$ cat config.mk
export PLATFORM = sky130hd
export DESIGN_NAME = swfs_div
export DESIGN_NICKNAME = d
export VERILOG_FILES = /design/src/swfs_pkg.sv /design/src/swfs_div.sv
export SDC_FILE = /design/constraint.sdc
export NUM_CORES = 1
export LEC_CHECK = 0
export BUFFER_PORTS_ARGS = -buffer_cell sky130_fd_sc_hd__buf_2
export CAP_MARGIN = 20
export CELL_PAD_IN_SITES_DETAIL_PLACEMENT = 1
export CELL_PAD_IN_SITES_GLOBAL_PLACEMENT = 2
export CORE_MARGIN = 5
export CORE_UTILIZATION = 30
export DETAILED_ROUTE_END_ITERATION = 8
export GPL_TIMING_DRIVEN = 0
export PLACE_DENSITY_LB_ADDON = 0.3
export SYNTH_ARGS = -nofsm -noshare
export SYNTH_HDL_FRONTEND = slang
export SYNTH_SLANG_ARGS = --single-unit
$ cat constraint.sdc
create_clock -name clock -period 3.25 [get_ports clock]
set_clock_uncertainty 0.15 [all_clocks]
set_input_delay 0.1625 -clock clock [delete_from_list [all_inputs] [get_ports clock]]
set_output_delay 0.1625 -clock clock [all_outputs]
set_load 0.03 [all_outputs]
$ cat src/swfs_pkg.sv
`timescale 1ns / 1ps
// ----------------------------------------------------------------------------
// swfs_pkg
// Shared types and constants of the square-wave Fourier synthesiser.
// ----------------------------------------------------------------------------
package swfs_pkg;

   localparam int MaxHarmonicsDefault = 64;
   localparam int MaxSamplesDefault   = 4096;

   localparam int IdxW  = 12;
   localparam int CntW  = 13;
   localparam int WavW  = 7;
   localparam int AmpW  = 16;
   localparam int OutW  = 32;

   localparam logic signed [63:0] PiHalfQ30  = 64'sd1686629713;
   localparam logic signed [63:0] FourPiQ30  = 64'sd1367130551;
   localparam logic signed [63:0] OneQ30     = 64'sd1073741824;
   localparam logic signed [63:0] SinP0      = -64'sd209544;
   localparam logic signed [63:0] SinP1      = 64'sd8946590;
   localparam logic signed [63:0] SinP2      = -64'sd178956841;
   localparam logic signed [63:0] CosP0      = 64'sd26235;
   localparam logic signed [63:0] CosP1      = -64'sd1491139;
   localparam logic signed [63:0] CosP2      = 64'sd44739220;

   localparam logic [1:0] RegCount = 2'd0;
   localparam logic [1:0] RegWaves = 2'd1;
   localparam logic [1:0] RegAmp   = 2'd2;

   typedef enum logic [4:0] {
      ST_IDLE, ST_MODM, ST_MODP, ST_PHASE, ST_RED,
      ST_X, ST_Z, ST_P1, ST_P2, ST_P3, ST_P4, ST_P5, ST_FIN,
      ST_TERM, ST_TDIV, ST_ACC, ST_OUT1, ST_OUT2, ST_DONE
   } state_type;

   typedef struct packed {
      logic start;
      logic busy;
   } div_ctl_type;

   // (a*b) >> s with rounding half away from zero; magnitudes fit in 32 bits
   function automatic logic signed [63:0] mul_rnd(input logic signed [63:0] a,
                                                  input logic signed [63:0] b,
                                                  input logic [5:0]         s);
      logic        neg;
      logic [63:0] na, nb, m, half;
      logic [31:0] ma, mb;
      begin
         neg  = a[63] ^ b[63];
         na   = -a;
         nb   = -b;
         ma   = a[63] ? na[31:0] : a[31:0];
         mb   = b[63] ? nb[31:0] : b[31:0];
         m    = {32'd0, ma} * {32'd0, mb};
         half = (s == 6'd0) ? 64'd0 : (64'd1 << (s - 6'd1));
         m    = (m + half) >> s;
         mul_rnd = neg ? -$signed(m) : $signed(m);
      end
   endfunction

endpackage

$ cat src/swfs_div.sv
`timescale 1ns / 1ps
// ----------------------------------------------------------------------------
// swfs_div
// Radix-2 restoring divider, one quotient bit per cycle.
// ----------------------------------------------------------------------------
module swfs_div
   import swfs_pkg::*;
(
   input  logic        clock,
   input  logic        reset,
   input  logic        start,
   input  logic [63:0] dividend,
   input  logic [31:0] divisor,
   output logic        busy,
   output logic [63:0] quotient,
   output logic [31:0] remainder
);
   logic [63:0] q_ff, q_in;
   logic [32:0] r_ff, r_in;
   logic [31:0] d_ff, d_in;
   logic [6:0]  cnt_ff, cnt_in;
   logic [32:0] sh;

   always_comb begin
      q_in   = q_ff;
      r_in   = r_ff;
      d_in   = d_ff;
      cnt_in = cnt_ff;
      sh     = {r_ff[31:0], q_ff[63]};
      if (start) begin
         q_in   = dividend;
         r_in   = '0;
         d_in   = divisor;
         cnt_in = 7'd64;
      end else if (cnt_ff != 7'd0) begin
         // shift in one bit, subtract when it fits
         if (sh >= {1'b0, d_ff}) begin
            r_in = sh - {1'b0, d_ff};
            q_in = {q_ff[62:0], 1'b1};
         end else begin
            r_in = sh;
            q_in = {q_ff[62:0], 1'b0};
         end
         cnt_in = cnt_ff - 7'd1;
      end
   end

   always_ff @(posedge clock) begin
      if (reset) begin
         cnt_ff <= '0;
      end else begin
         cnt_ff <= cnt_in;
      end
      q_ff <= q_in;
      r_ff <= r_in;
      d_ff <= d_in;
   end

   assign busy      = cnt_ff != 7'd0;
   assign quotient  = q_ff;
   assign remainder = r_ff[31:0];
endmodule

# == After elaboration in Yosys (flattened, before gate mapping) ==
# Index checks and enable logic that the tools add are counted.
# totals
inputBits,99
wordCells,17
output_inout_bits,97
register_bits,135
# op_classes
order_cmp,1
mux,6
reduce_logical,3
add_sub_neg,2
# op_table
cell,count
$mux 64,2
$ge 33x32->1,1
$mux 32,1
$sub 32x32->32,1
$mux 7,2
$reduce_bool 7->1,1
$sub 7x1->7 const B,1
$reduce_bool 2->1,1
$reduce_or 2->1,1
$mux 1,1

# == Logic depth before layout (Yosys ltp) ==
# Gate-level depths: netlist of the first run.
# logic_depth
depth_word,4
depth_mapped,13
depth_no_buf,11

# == Worst setup path after synthesis of the first run ==
# Ideal clock, no wire load.
# synth_path
path_kind,register -> register
start,register cnt_ff[0]
end,"register q_ff[0] (netlist: quotient[0]), enable pin"
arrival_time_ps,2526
period_less_slack_ps,3364
path_buffers,2
setup_ps,688
path_stages_with_launch,8
slack_ps,-114
cell_sequence,dfxtp_1 -> inv_1 -> ha_1 -> nand3b_1 -> nor2_1 -> clkbuf_1 -> clkbuf_1 -> nand2_1
# synth_between
elab_chain_len,2
# synth_rtl
element,line_no,text
"start, declared",swfs_div.sv:21,"logic [6:0] cnt_ff, cnt_in;"
"start signal, assigned",swfs_div.sv:52,cnt_ff <= cnt_in;
$reduce_bool 7->1,swfs_div.sv:35,end else if (cnt_ff != 7'd0) begin
$reduce_bool 2->1 (no source line),--,
"end signal, assigned",swfs_div.sv:54,q_ff <= q_in;
"end, declared",swfs_div.sv:18,"logic [63:0] q_ff, q_in;"
# No other way between the ends.
# A chain may end at the register's enable or synchronous reset.

# == Final worst setup path of the first run ==
# layout_path
start,register d_ff[1]
end,register r_ff[29]
# layout_between
elab_chain_len,2
elab_cells_between_ends,3
# layout_rtl
element,line_no,text
"start, declared",swfs_div.sv:20,"logic [31:0] d_ff, d_in;"
"start signal, assigned",swfs_div.sv:56,d_ff <= d_in;
$sub 32x32->32 or $ge 33x32->1 (tied branches),"swfs_div.sv:38, swfs_div.sv:37",
$mux 32 (*),swfs_div.sv:37,"if (sh >= {1'b0, d_ff}) begin"
"end signal, assigned",swfs_div.sv:55,r_ff <= r_in;
"end, declared",swfs_div.sv:19,"logic [32:0] r_ff, r_in;"
# Mark *: on every way between the ends. The rest lies on a longest branch, timed or not.

==> reports/qor.txt, run 1 <==
Status = completed
Maximum vdd ir drop = 0.0005113 V
Number of buffers created by CTS = 17
Number of distinct library cells after synthesis = 56
Delay of the slowest cell on the worst path = 0.44 ns
Remaining routing DRC violations = 0
FP Rows = 56
Via count of the first global-routing pass = 6,853
Layout Area Growth over Synthesis = 41.13%
Maximum root-to-sink buffer count = 2
WHS = 0.2585 ns
Layout Cell Area excl Fill = 10,220 um^2
GRT Util Overall = 18.25%
Clock power share = 21.0%
Total power divided by cell area = 920.2 nW/um^2
Antenna violations before repair = 0
Number of buffer cells added on primary ports = 195
Cell with the most instances after synthesis = sky130_fd_sc_hd__edfxtp_1
Count of nets after finishing = 1,101
Final Critical Period = 3.057 ns
Area after DPL = 8626 um^2
Capturing element type of the critical path = flip-flop
Period utilization = 94.07%
Switching part of the total = 45.13%
Number of nets produced by synthesis = 788
Height of the die = 165.4 um
Via Count = 6,269
Required time worst endpoint = 3.45 ns
Remaining number of nets flagged by the antenna check after routing = 0
Cell-by-cell trace of the critical path = inv_1 -> ha_1 -> nor2b_1 -> o31a_1 -> o31a_1 -> a221o_1 -> buf_4 -> nand2b_1 -> a311o_1 -> xnor2_1 -> o21ai_0
Share of the yosys chip area belonging to registers = 50.58%
Number of enable flip-flop cells after synthesis = 96
Final count of pins violating max slew = 0
Effective utilization at floorplan = 30.68%
Total wire length after detailed routing = 24.71 mm
Number of synthesized register bits = 135
Number of ports placed on the die boundary = 196
Top FF cell, synth = sky130_fd_sc_hd__edfxtp_1
Global-route wire length before repair = 38.32 mm
Net switching component of the power = 4.245 mW
DP Worst Slack = -0.3623 ns
Number of detailed-route iterations in the first pass = 4
Proportion of register bits with asynchronous set or reset after synthesis = 0%
Drt initial violations = 245
Final setup margin = 0.1927 ns
CORE AREA = 23,610 um^2
Comb power frac = 48.3%
Most area-hungry cell type in the Yosys netlist = sky130_fd_sc_hd__edfxtp_1
Die width = 165.4 um
Clock root cell = sky130_fd_sc_hd__clkbuf_16
Most instantiated cells after synthesis = sky130_fd_sc_hd__edfxtp_1, sky130_fd_sc_hd__mux2_2, sky130_fd_sc_hd__nor2_1, sky130_fd_sc_hd__a21oi_1, sky130_fd_sc_hd__inv_1
Cell area after synthesis = 7243 um^2
Top cells by area, synth = sky130_fd_sc_hd__edfxtp_1, sky130_fd_sc_hd__dfxtp_1, sky130_fd_sc_hd__mux2_2, sky130_fd_sc_hd__ha_1, sky130_fd_sc_hd__a21oi_1
Routability cong. = 0.8102
P_int = 5.162 mW
Share of total power in sequential cells = 30.7%
WP data arrival = 3.26 ns
Worst-Margin Slew = 0.9980 ns
Final HPWL from detailed placement = 17.38 mm
Slew Limit Headroom = 33.47%
Mapped Cells = 655
Total power consumption of the routed design = 9.406 mW
Classification of the worst setup path = reg -> reg
Sum of overflow across all layers after global routing = 0
Share of post-route cells with drive strength above 1 = 32.42%
Class of the most critical hold timing path = in -> reg
Area share of the largest cell type after synthesis = 39.80%
Maximum number of pins on one net before global-route repair = 65
CTS tree = built
Hold Vio Cnt, Final = 0
Unrepaired setup endpoints after global routing = no
Antenna cell count = 0
Maximum net fanout on the critical path = 4
Startpoint types = flip-flop
Standby leakage power = 4.490 nW
# setup viols final = 0
Routed length per instance = 19.01 um
Average via count per standard cell = 4.822
Post-route core utilization = 43.29%
CTS clk-pin slew, worst paths = 0.07 ns
H-tree depth reported by CTS = 4
Worst path slowest cell = sky130_fd_sc_hd__edfxtp_1
Number of warnings issued by yosys = 0
Most frequent cell on the critical path = sky130_fd_sc_hd__o31a_1
Max-cap viol count = 0
Total clock sinks = 135
Die area = 27,350 um^2
Latest clock arrival within the worst-skew pair = 0.43 ns
Average instance area after synthesis = 11.06 um^2
Achievable frequency = 327.1 MHz
[cells in the final DEF (no fill, tap or decap), types with 8 or more instances in the layout]
cell                            instances
sky130_fd_sc_hd__xnor2_1               18
sky130_fd_sc_hd__o21ai_0               24
sky130_fd_sc_hd__edfxtp_1              96
sky130_fd_sc_hd__ha_1                  33
sky130_fd_sc_hd__a31oi_1                8
sky130_fd_sc_hd__a211oi_1              16
sky130_fd_sc_hd__mux2_2                63
sky130_fd_sc_hd__nand4_1                8
sky130_fd_sc_hd__a21oi_1               42
sky130_fd_sc_hd__xor2_1                 9
sky130_fd_sc_hd__buf_2                198
sky130_fd_sc_hd__nand3_1                8
sky130_fd_sc_hd__nor3_1                17
sky130_fd_sc_hd__clkbuf_1              22
sky130_fd_sc_hd__dlygate4sd3_1         97
sky130_fd_sc_hd__inv_1                 43
sky130_fd_sc_hd__a21o_1                10
sky130_fd_sc_hd__nand2_1               32
sky130_fd_sc_hd__nor2b_1                8
sky130_fd_sc_hd__dfxtp_1               39
sky130_fd_sc_hd__nor2_1                54
sky130_fd_sc_hd__clkbuf_16             17
[per-stage QoR]
stage,TNS (ns),std cells
global route,0,1300
global placement,-54.13,1169
detailed placement,-22.73,1169
finish,0,1300
CTS,0,1298
floorplan,0,655
[area by class of cell]
| type | count | area, um^2 |
|---|---|---|
| buffer | 34 | 170.2 |
| clock buffer | 18 | 429.2 |
| clock inverter | 14 | 151.4 |
| fill | 2682 | 13390 |
| inverter | 44 | 165.2 |
| multi-input combinational | 442 | 3282 |
| sequential | 135 | 3664 |
| tap | 319 | 399.1 |
| timing repair buffer | 294 | 1962 |
[critical path, delay by kind of cell, from the launching register on]
kind / cells / cell delay, ns
AOI/OAI and AO/OA: 5 / 1.47
DFF: 1 / 0.44
and+or+nand+nor: 2 / 0.33
adders and majority gates: 1 / 0.23
buffers and inverters: 2 / 0.24
xor gates and xnor gates: 1 / 0.13
[worst paths after layout]
kind / from / endpoint / slack, ns / cells after the start
hold reg to reg: cnt_ff[6]$_SDFFE_PP0P_ / cnt_ff[6]$_SDFFE_PP0P_ / 0.35 / 2
setup reg to reg: d_ff[1]$_DFFE_PP_ / r_ff[29]$_SDFFE_PP0P_ / 0.19 / 11
setup / recovery: d_ff[1]$_DFFE_PP_ / r_ff[29]$_SDFFE_PP0P_ / 0.19 / 11
hold / removal: start / d_ff[8]$_DFFE_PP_ / 0.26 / 1
[kinds of logic after synthesis]
kind of cell,Yosys count,synth area share (%)
AOI/OAI and AO/OA,151,14.32
xor gates and xnor gates,27,3.265
adders and majority gates,34,5.977
buffers and inverters,78,4.612
DFF,135,50.58
muxes,69,10.62
and+or+nand+nor,161,10.62
[flip-flops by register name (all words and copies together) (netlist names)]
signal / cells
quotient: 64
cnt_ff: 7
r_ff: 32
d_ff: 32
[power by group through the flow]
stage	combinational, mW	sequential [mW]	clock [mW]
after floorplan	2.21	3.77	0
after global placement	4.39	2.91	0
after detailed placement	4.42	2.91	0
after CTS	4.54	2.89	2.04
after global routing	4.97	2.97	2.12
final	4.54	2.89	1.98
[routing by layer]
metal / GRT usage, % / up-vias / routed length [um]
li1: - / 3042 / -
met2: 30.77 / 180 / 11960
met3: 5.609 / 28 / 1684
met4: 5.324 / 0 / 403
met5: 0 / - / 0
met1: 22.56 / 3019 / 10660
[what timing repair did]
action,CTS,global route
buffers inserted,0,2
gates cloned,0,0
pin swaps,0,2
endpoints found under the setup margin,64,18
hold buffers,97,0
resized for setup,2,5
hold endpoints to repair,103,0
Power figures use the tool's default switching activity.
==> run 2, diff against run 1 <==
Settings changed: CTS_BUF_LIST set to sky130_fd_sc_hd__clkbuf_16.
==> reports/qor.txt, run 2 (synthesized netlist as in run 1, its figures left out) <==
CTS clk-pin slew, worst paths = 0.07 ns (about the same)
Max reg flops = 64 (unchanged)
Maximum root-to-sink buffer count = 2 (unchanged)
FF-to-FF path depth = 11 (unchanged)
GRT Util Overall = 18.25% (unchanged)
Reg2reg setup slack = 0.19 ns (about the same)
Status = completed (unchanged)
Depth of the worst hold-timing path = 1 (unchanged)
Placed instance count = 1,169 (unchanged)
FP Rows = 56 (unchanged)
WP data arrival = 3.26 ns (about the same)
Worst-Margin Slew = 0.9947 ns (was 0.9980 ns)
Height of the die = 165.4 um (unchanged)
Final HPWL from detailed placement = 17.38 mm (unchanged)
Required time worst endpoint = 3.45 ns (about the same)
Count of nets after finishing = 1,101 (unchanged)
Via count of the first global-routing pass = 6,853 (unchanged)
Reg2Reg Launch Point = d_ff[1]$_DFFE_PP_ (unchanged)
Most frequent cell on the critical path = sky130_fd_sc_hd__o31a_1 (unchanged)
Total clock sinks = 135 (unchanged)
Maximum net fanout on the critical path = 4 (unchanged)
Effective utilization at floorplan = 30.68% (unchanged)
Achievable frequency = 327.1 MHz (about the same)
Total wire length after detailed routing = 24.69 mm (was 24.71 mm)
Die area = 27,350 um^2 (unchanged)
CORE AREA = 23,610 um^2 (unchanged)
Global-route wire length before repair = 38.32 mm (unchanged)
Maximum number of pins on one net before global-route repair = 65 (unchanged)
Max-cap viol count = 0 (unchanged)
Slew Limit Headroom = 33.69% (was 33.47%)
H-tree depth reported by CTS = 4 (unchanged)
Delay of the slowest cell on the worst path = 0.44 ns (about the same)
Via Count = 6,269 (unchanged)
Sum of overflow across all layers after global routing = 0 (unchanged)
CTS tree = built (unchanged)
Total power divided by cell area = 919.5 nW/um^2 (was 920.2 nW/um^2)
Most frequent cells in the layout = sky130_fd_sc_hd__buf_2, sky130_fd_sc_hd__dlygate4sd3_1, sky130_fd_sc_hd__edfxtp_1, sky130_fd_sc_hd__mux2_2, sky130_fd_sc_hd__nor2_1 (unchanged)
Capturing element type of the critical path = flip-flop (unchanged)
Final Critical Period = 3.057 ns (about the same)
Period utilization = 94.07% (about the same)
Cell-by-cell trace of the critical path = inv_1 -> ha_1 -> nor2b_1 -> o31a_1 -> o31a_1 -> a221o_1 -> buf_4 -> nand2b_1 -> a311o_1 -> xnor2_1 -> o21ai_0 (unchanged)
Number of detailed-route iterations in the first pass = 4 (unchanged)
Clock root cell = sky130_fd_sc_hd__clkbuf_16 (unchanged)
Hold Path End = d_ff[8]$_DFFE_PP_ (unchanged)
Share of post-route cells with drive strength above 1 = 32.42% (unchanged)
Layout Area Growth over Synthesis = 41.13% (unchanged)
Standby leakage power = 4.494 nW (was 4.490 nW)
Critical path buffers and inverters = 2 (unchanged)
Number of ports placed on the die boundary = 196 (unchanged)
Unrepaired setup endpoints after global routing = no (unchanged)
Worst path slowest cell = sky130_fd_sc_hd__edfxtp_1 (unchanged)
Hold Vio Cnt, Final = 0 (unchanged)
Remaining routing DRC violations = 0 (unchanged)
Gate family responsible for the most delay along the worst path = compound AO/OA/AOI/OAI gates (unchanged)
Maximum vdd ir drop = 0.0005085 V (was 0.0005113 V)
Die width = 165.4 um (unchanged)
Antenna violations before repair = 0 (unchanged)
WHS = 0.2610 ns (was 0.2585 ns)
Routed length per instance = 18.99 um (was 19.01 um)
Count of placed standard cells in the final layout, fillers left out = 1,300 (unchanged)
Commonest non-fill, non-tap cell in the layout = sky130_fd_sc_hd__buf_2 (unchanged)
Startpoint of the most critical hold path = start (unchanged)
Number of buffers created by CTS = 17 (unchanged)
Class of the most critical hold timing path = in -> reg (unchanged)
Remaining number of nets flagged by the antenna check after routing = 0 (unchanged)
Routability cong. = 0.8102 (unchanged)
Average via count per standard cell = 4.822 (unchanged)
Startpoint types = flip-flop (unchanged)
Drt initial violations = 242 (was 245)
# setup viols final = 0 (unchanged)
Final count of pins violating max slew = 0 (unchanged)
End of the worst register-to-register path = r_ff[29]$_SDFFE_PP0P_ (unchanged)
Latest clock arrival within the worst-skew pair = 0.42 ns (was 0.43 ns)
Number of buffer cells added on primary ports = 195 (unchanged)
Classification of the worst setup path = reg -> reg (unchanged)
Antenna cell count = 0 (unchanged)
-- run 2: changes by cell type in the layout (fill, tap and decap cells not counted), sizes merged --
cell / previous run / this run
clkbuf: 40 / 39
inv: 55 / 56
-- run 2: how the worst max path moves through the flow --
stage	from	end	cells past startpoint
after detailed placement	start	quotient[44]$_DFFE_PP_	5
after floorplan	r_ff[0]$_SDFFE_PP0P_	r_ff[16]$_SDFFE_PP0P_	11
final	d_ff[1]$_DFFE_PP_	r_ff[29]$_SDFFE_PP0P_	11
after CTS	r_ff[8]$_SDFFE_PP0P_	r_ff[28]$_SDFFE_PP0P_	10
after global routing	d_ff[20]$_DFFE_PP_	r_ff[27]$_SDFFE_PP0P_	12
after global placement	cnt_ff[0]$_SDFFE_PP0P_	quotient[49]$_DFFE_PP_	7
-- run 2: timing repair --
action | in CTS | in global routing
hold buffers | 97 | 0
pin swaps | 0 | 2
gates cloned | 0 | 0
buffers inserted | 0 | 2
hold endpoints to repair | 103 | 0
gates resized for setup | 2 | 5
endpoints found under the setup margin | 64 | 18
-- run 2: routing by layer --
metal  GRT usage (%)  vias to the layer above  routed length [um]
li1                -                     3041                   -
met1           22.56                     3019               10650
met2           30.77                      183               11970
met3           5.609                       26                1676
met4           5.324                        0                 390
met5               0                        -                   0
-- run 2: where the power goes --
part | leakage (nW) | switching, mW | internal, mW
combinational | 2.91 | 2.96 | 1.58
sequential | 1.29 | 0.393 | 2.49
clock | 0.285 | 0.884 | 1.09
total | 4.49 | 4.24 | 5.16
-- run 2: cell type report --
| cell class | count | area (um^2) |
|---|---|---|
| clock buffers | 17 | 425.4 |
| inverters | 44 | 165.2 |
| plain buffers | 34 | 170.2 |
| fillers | 2682 | 13390 |
| clock inverters | 15 | 155.1 |
| multi-input cells | 442 | 3282 |
| well taps | 319 | 399.1 |
| flip-flops and latches | 135 | 3664 |
| repair buffers | 294 | 1962 |
-- run 2: per-stage QoR --
stage	worst slack (ns)	power (mW)	instance area, um^2	setup TNS (ns)	utilization, %
CTS	0.02125	9.468	10190	0	43.14
finish	0.1927	9.399	10220	0	43.29
global placement	-0.8526	7.307	8621	-54.13	36.51
global route	0.001778	10.05	10220	0	43.29
floorplan	0.4056	5.976	7246	0	-
detailed placement	-0.3623	7.334	8626	-22.73	36.53
==> run 3, diff against run 2 <==
Settings changed: CORE_UTILIZATION 30 to 33.
Clock period 3.25 ns to 3.35 ns, I/O delays scaled along.
==> reports/qor.txt, run 3 (synthesized netlist as in run 1, its figures left out) <==
Status = completed (unchanged)
Antenna cell count = 0 (unchanged)
Max reg flops = 64 (unchanged)
H-tree depth reported by CTS = 4 (unchanged)
FP Rows = 54 (was 56)
Remaining number of nets flagged by the antenna check after routing = 0 (unchanged)
End of the worst register-to-register path = r_ff[7]$_SDFFE_PP0P_ (was r_ff[29]$_SDFFE_PP0P_)
Startpoint of the most critical hold path = start (unchanged)
Hold Path End = d_ff[6]$_DFFE_PP_ (was d_ff[8]$_DFFE_PP_)
Depth of the worst hold-timing path = 1 (unchanged)
# setup viols final = 0 (unchanged)
Sum Neg Setup Slack = 0 ns (unchanged)
Required time worst endpoint = 3.49 ns (was 3.45 ns)
Number of ports placed on the die boundary = 196 (unchanged)
CTS tree = built (unchanged)
Latest clock arrival within the worst-skew pair = 0.43 ns (was 0.42 ns)
WP data arrival = 3.28 ns (was 3.26 ns)
Routability cong. = 0.7819 (was 0.8102)
Share of post-route cells with drive strength above 1 = 32.07% (was 32.42%)
Effective utilization at floorplan = 33.40% (was 30.68%)
Layout Area Growth over Synthesis = 40.01% (was 41.13%)
Remaining routing DRC violations = 0 (unchanged)
Commonest non-fill, non-tap cell in the layout = sky130_fd_sc_hd__buf_2 (unchanged)
Number of detailed-route iterations in the first pass = 5 (was 4)
Average via count per standard cell = 4.999 (was 4.822)
Hold Vio Cnt, Final = 0 (unchanged)
Maximum number of pins on one net before global-route repair = 65 (unchanged)
Reg2Reg Launch Point = d_ff[1]$_DFFE_PP_ (unchanged)
Unrepaired setup endpoints after global routing = no (unchanged)
Number of buffers created by CTS = 17 (unchanged)
Capturing element type of the critical path = flip-flop (unchanged)
Height of the die = 158.2 um (was 165.4 um)
Standby leakage power = 4.476 nW (was 4.494 nW)
Sum of overflow across all layers after global routing = 0 (unchanged)
Maximum net fanout on the critical path = 10 (was 4)
Clock root cell = sky130_fd_sc_hd__clkbuf_16 (unchanged)
Post-CTS setup buffer count = 0 (unchanged)
Final setup margin = 0.2171 ns (was 0.1927 ns)
Via Count = 6,294 (was 6,269)
Startpoint types = flip-flop (unchanged)
WHS = 0.2450 ns (was 0.2610 ns)
Count of nets after finishing = 1,099 (was 1,101)
Worst path slowest cell = sky130_fd_sc_hd__edfxtp_1 (unchanged)
Slew Limit Headroom = 40.83% (was 33.69%)
Maximum vdd ir drop = 0.0003740 V (was 0.0005085 V)
Delay of the slowest cell on the worst path = 0.45 ns (was 0.44 ns)
Final HPWL from detailed placement = 16.93 mm (was 17.38 mm)
Number of buffer cells added on primary ports = 195 (unchanged)
FF-to-FF path depth = 12 (was 11)
Cell-by-cell trace of the critical path = inv_1 -> ha_1 -> nor2b_1 -> o31a_1 -> o31a_1 -> a221o_1 -> o21bai_2 -> buf_6 -> buf_6 -> nor2_1 -> a211oi_1 -> nor3_1 (was inv_1 -> ha_1 -> nor2b_1 -> o31a_1 -> o31a_1 -> a221o_1 -> buf_4 -> nand2b_1 -> a311o_1 -> xnor2_1 -> o21ai_0)
Filler cells = 2,409 (was 2,682)
Die width = 158.2 um (was 165.4 um)
Total power divided by cell area = 893.7 nW/um^2 (was 919.5 nW/um^2)
Worst-Margin Slew = 0.8875 ns (was 0.9947 ns)
Reg2reg setup slack = 0.22 ns (was 0.19 ns)
Layout Cell Area excl Fill = 10,140 um^2 (was 10,220 um^2)
Routed length per instance = 19.39 um (was 18.99 um)
GRT Util Overall = 20.08% (was 18.25%)
Via count of the first global-routing pass = 6,891 (was 6,853)
DP Worst Slack = -0.1622 ns (was -0.3623 ns)
Die area = 25,010 um^2 (was 27,350 um^2)
Placed instance count = 1,130 (was 1,169)
Class of the most critical hold timing path = in -> reg (unchanged)
Most frequent cells in the layout = sky130_fd_sc_hd__buf_2, sky130_fd_sc_hd__dlygate4sd3_1, sky130_fd_sc_hd__edfxtp_1, sky130_fd_sc_hd__mux2_2, sky130_fd_sc_hd__nor2_1 (unchanged)
Drt initial violations = 231 (was 242)
Maximum root-to-sink buffer count = 2 (unchanged)
Classification of the worst setup path = reg -> reg (unchanged)
Final Critical Period = 3.133 ns (was 3.057 ns)
Achievable frequency = 319.2 MHz (was 327.1 MHz)
CTS clk-pin slew, worst paths = 0.07 ns (about the same)
Max-cap viol count = 0 (unchanged)
Count of placed standard cells in the final layout, fillers left out = 1,259 (was 1,300)
Area after DPL = 8577 um^2 (was 8626 um^2)
Final count of pins violating max slew = 0 (unchanged)
Global-route wire length before repair = 38.76 mm (was 38.32 mm)
Total clock sinks = 135 (unchanged)
CORE AREA = 21,690 um^2 (was 23,610 um^2)
Antenna violations before repair = 0 (unchanged)
Period utilization = 93.52% (was 94.07%)
Total wire length after detailed routing = 24.41 mm (was 24.69 mm)
==> run 3: timing repair <==
| item | 4_1_cts | 5_1_grt |
|---|---|---|
| resized for setup | 1 | 5 |
| setup endpoints to repair | 64 | 68 |
| endpoints found under the hold margin | 103 | 0 |
| hold buffers | 97 | 0 |
==> run 3: worst max-delay path by stage <==
stage / slack [ns] / end / depth (start not counted) / startpoint
detailed placement: -0.16 / quotient[41]$_DFFE_PP_ / 5 / start
global placement: -0.68 / quotient[50]$_DFFE_PP_ / 7 / cnt_ff[0]$_SDFFE_PP0P_
CTS: 0.008 / r_ff[30]$_SDFFE_PP0P_ / 11 / d_ff[8]$_DFFE_PP_
global route: 0.002 / r_ff[16]$_SDFFE_PP0P_ / 12 / d_ff[1]$_DFFE_PP_
finish: 0.22 / r_ff[7]$_SDFFE_PP0P_ / 12 / d_ff[1]$_DFFE_PP_
floorplan: 0.51 / r_ff[16]$_SDFFE_PP0P_ / 11 / r_ff[0]$_SDFFE_PP0P_
==> run 3: cell type report <==
| type | count | area [um^2] | share of cell area [%] |
|---|---|---|---|
| sequential | 135 | 3664 | 36.13 |
| multi-input combinational | 442 | 3271 | 32.25 |
| timing repair buffer | 292 | 1947 | 19.20 |
| clock buffer | 17 | 425.4 | 4.195 |
| tap | 280 | 350.3 | 3.455 |
| buffer | 34 | 170.2 | 1.678 |
| inverter | 44 | 165.2 | 1.629 |
| clock inverter | 15 | 148.9 | 1.468 |
==> run 3: stage by stage <==
stage | total power [mW] | util [%]
2_1_floorplan | 5.798 | -
3_3_place_gp | 7.070 | 39.52
3_5_place_dp | 7.106 | 39.55
4_1_cts | 9.131 | 46.71
5_1_grt | 9.684 | 46.76
6_report | 9.063 | 46.76
==> run 3: worst max-delay path: cells and delay by family, from the launching register on <==
kind                     cells  cell delay [ns]
adder cells (fa/ha/maj)      1             0.23
AO/OA/AOI/OAI                5             1.45
buffers and inverters        3             0.44
AND/OR/NAND/NOR              3             0.27
flip-flops                   1             0.45
==> run 3: power by group <==
| part | switching [mW] | internal (mW) | total, mW | leakage (nW) |
|---|---|---|---|---|
| combinational | 2.84 | 1.52 | 4.36 | 2.89 |
| clock | 0.886 | 0.999 | 1.88 | 0.287 |
| sequential | 0.399 | 2.42 | 2.82 | 1.29 |
| total | 4.13 | 4.94 | 9.06 | 4.48 |
==> run 3: metal layers <==
| metal | wire [um] | vias up | track usage [%] |
|---|---|---|---|
| li1 | - | 3040 | - |
| met1 | 10370 | 3033 | 24.86 |
| met2 | 11840 | 202 | 34.13 |
| met3 | 1918 | 19 | 6.561 |
| met4 | 275 | 0 | 4.671 |
| met5 | 0 | - | 0 |
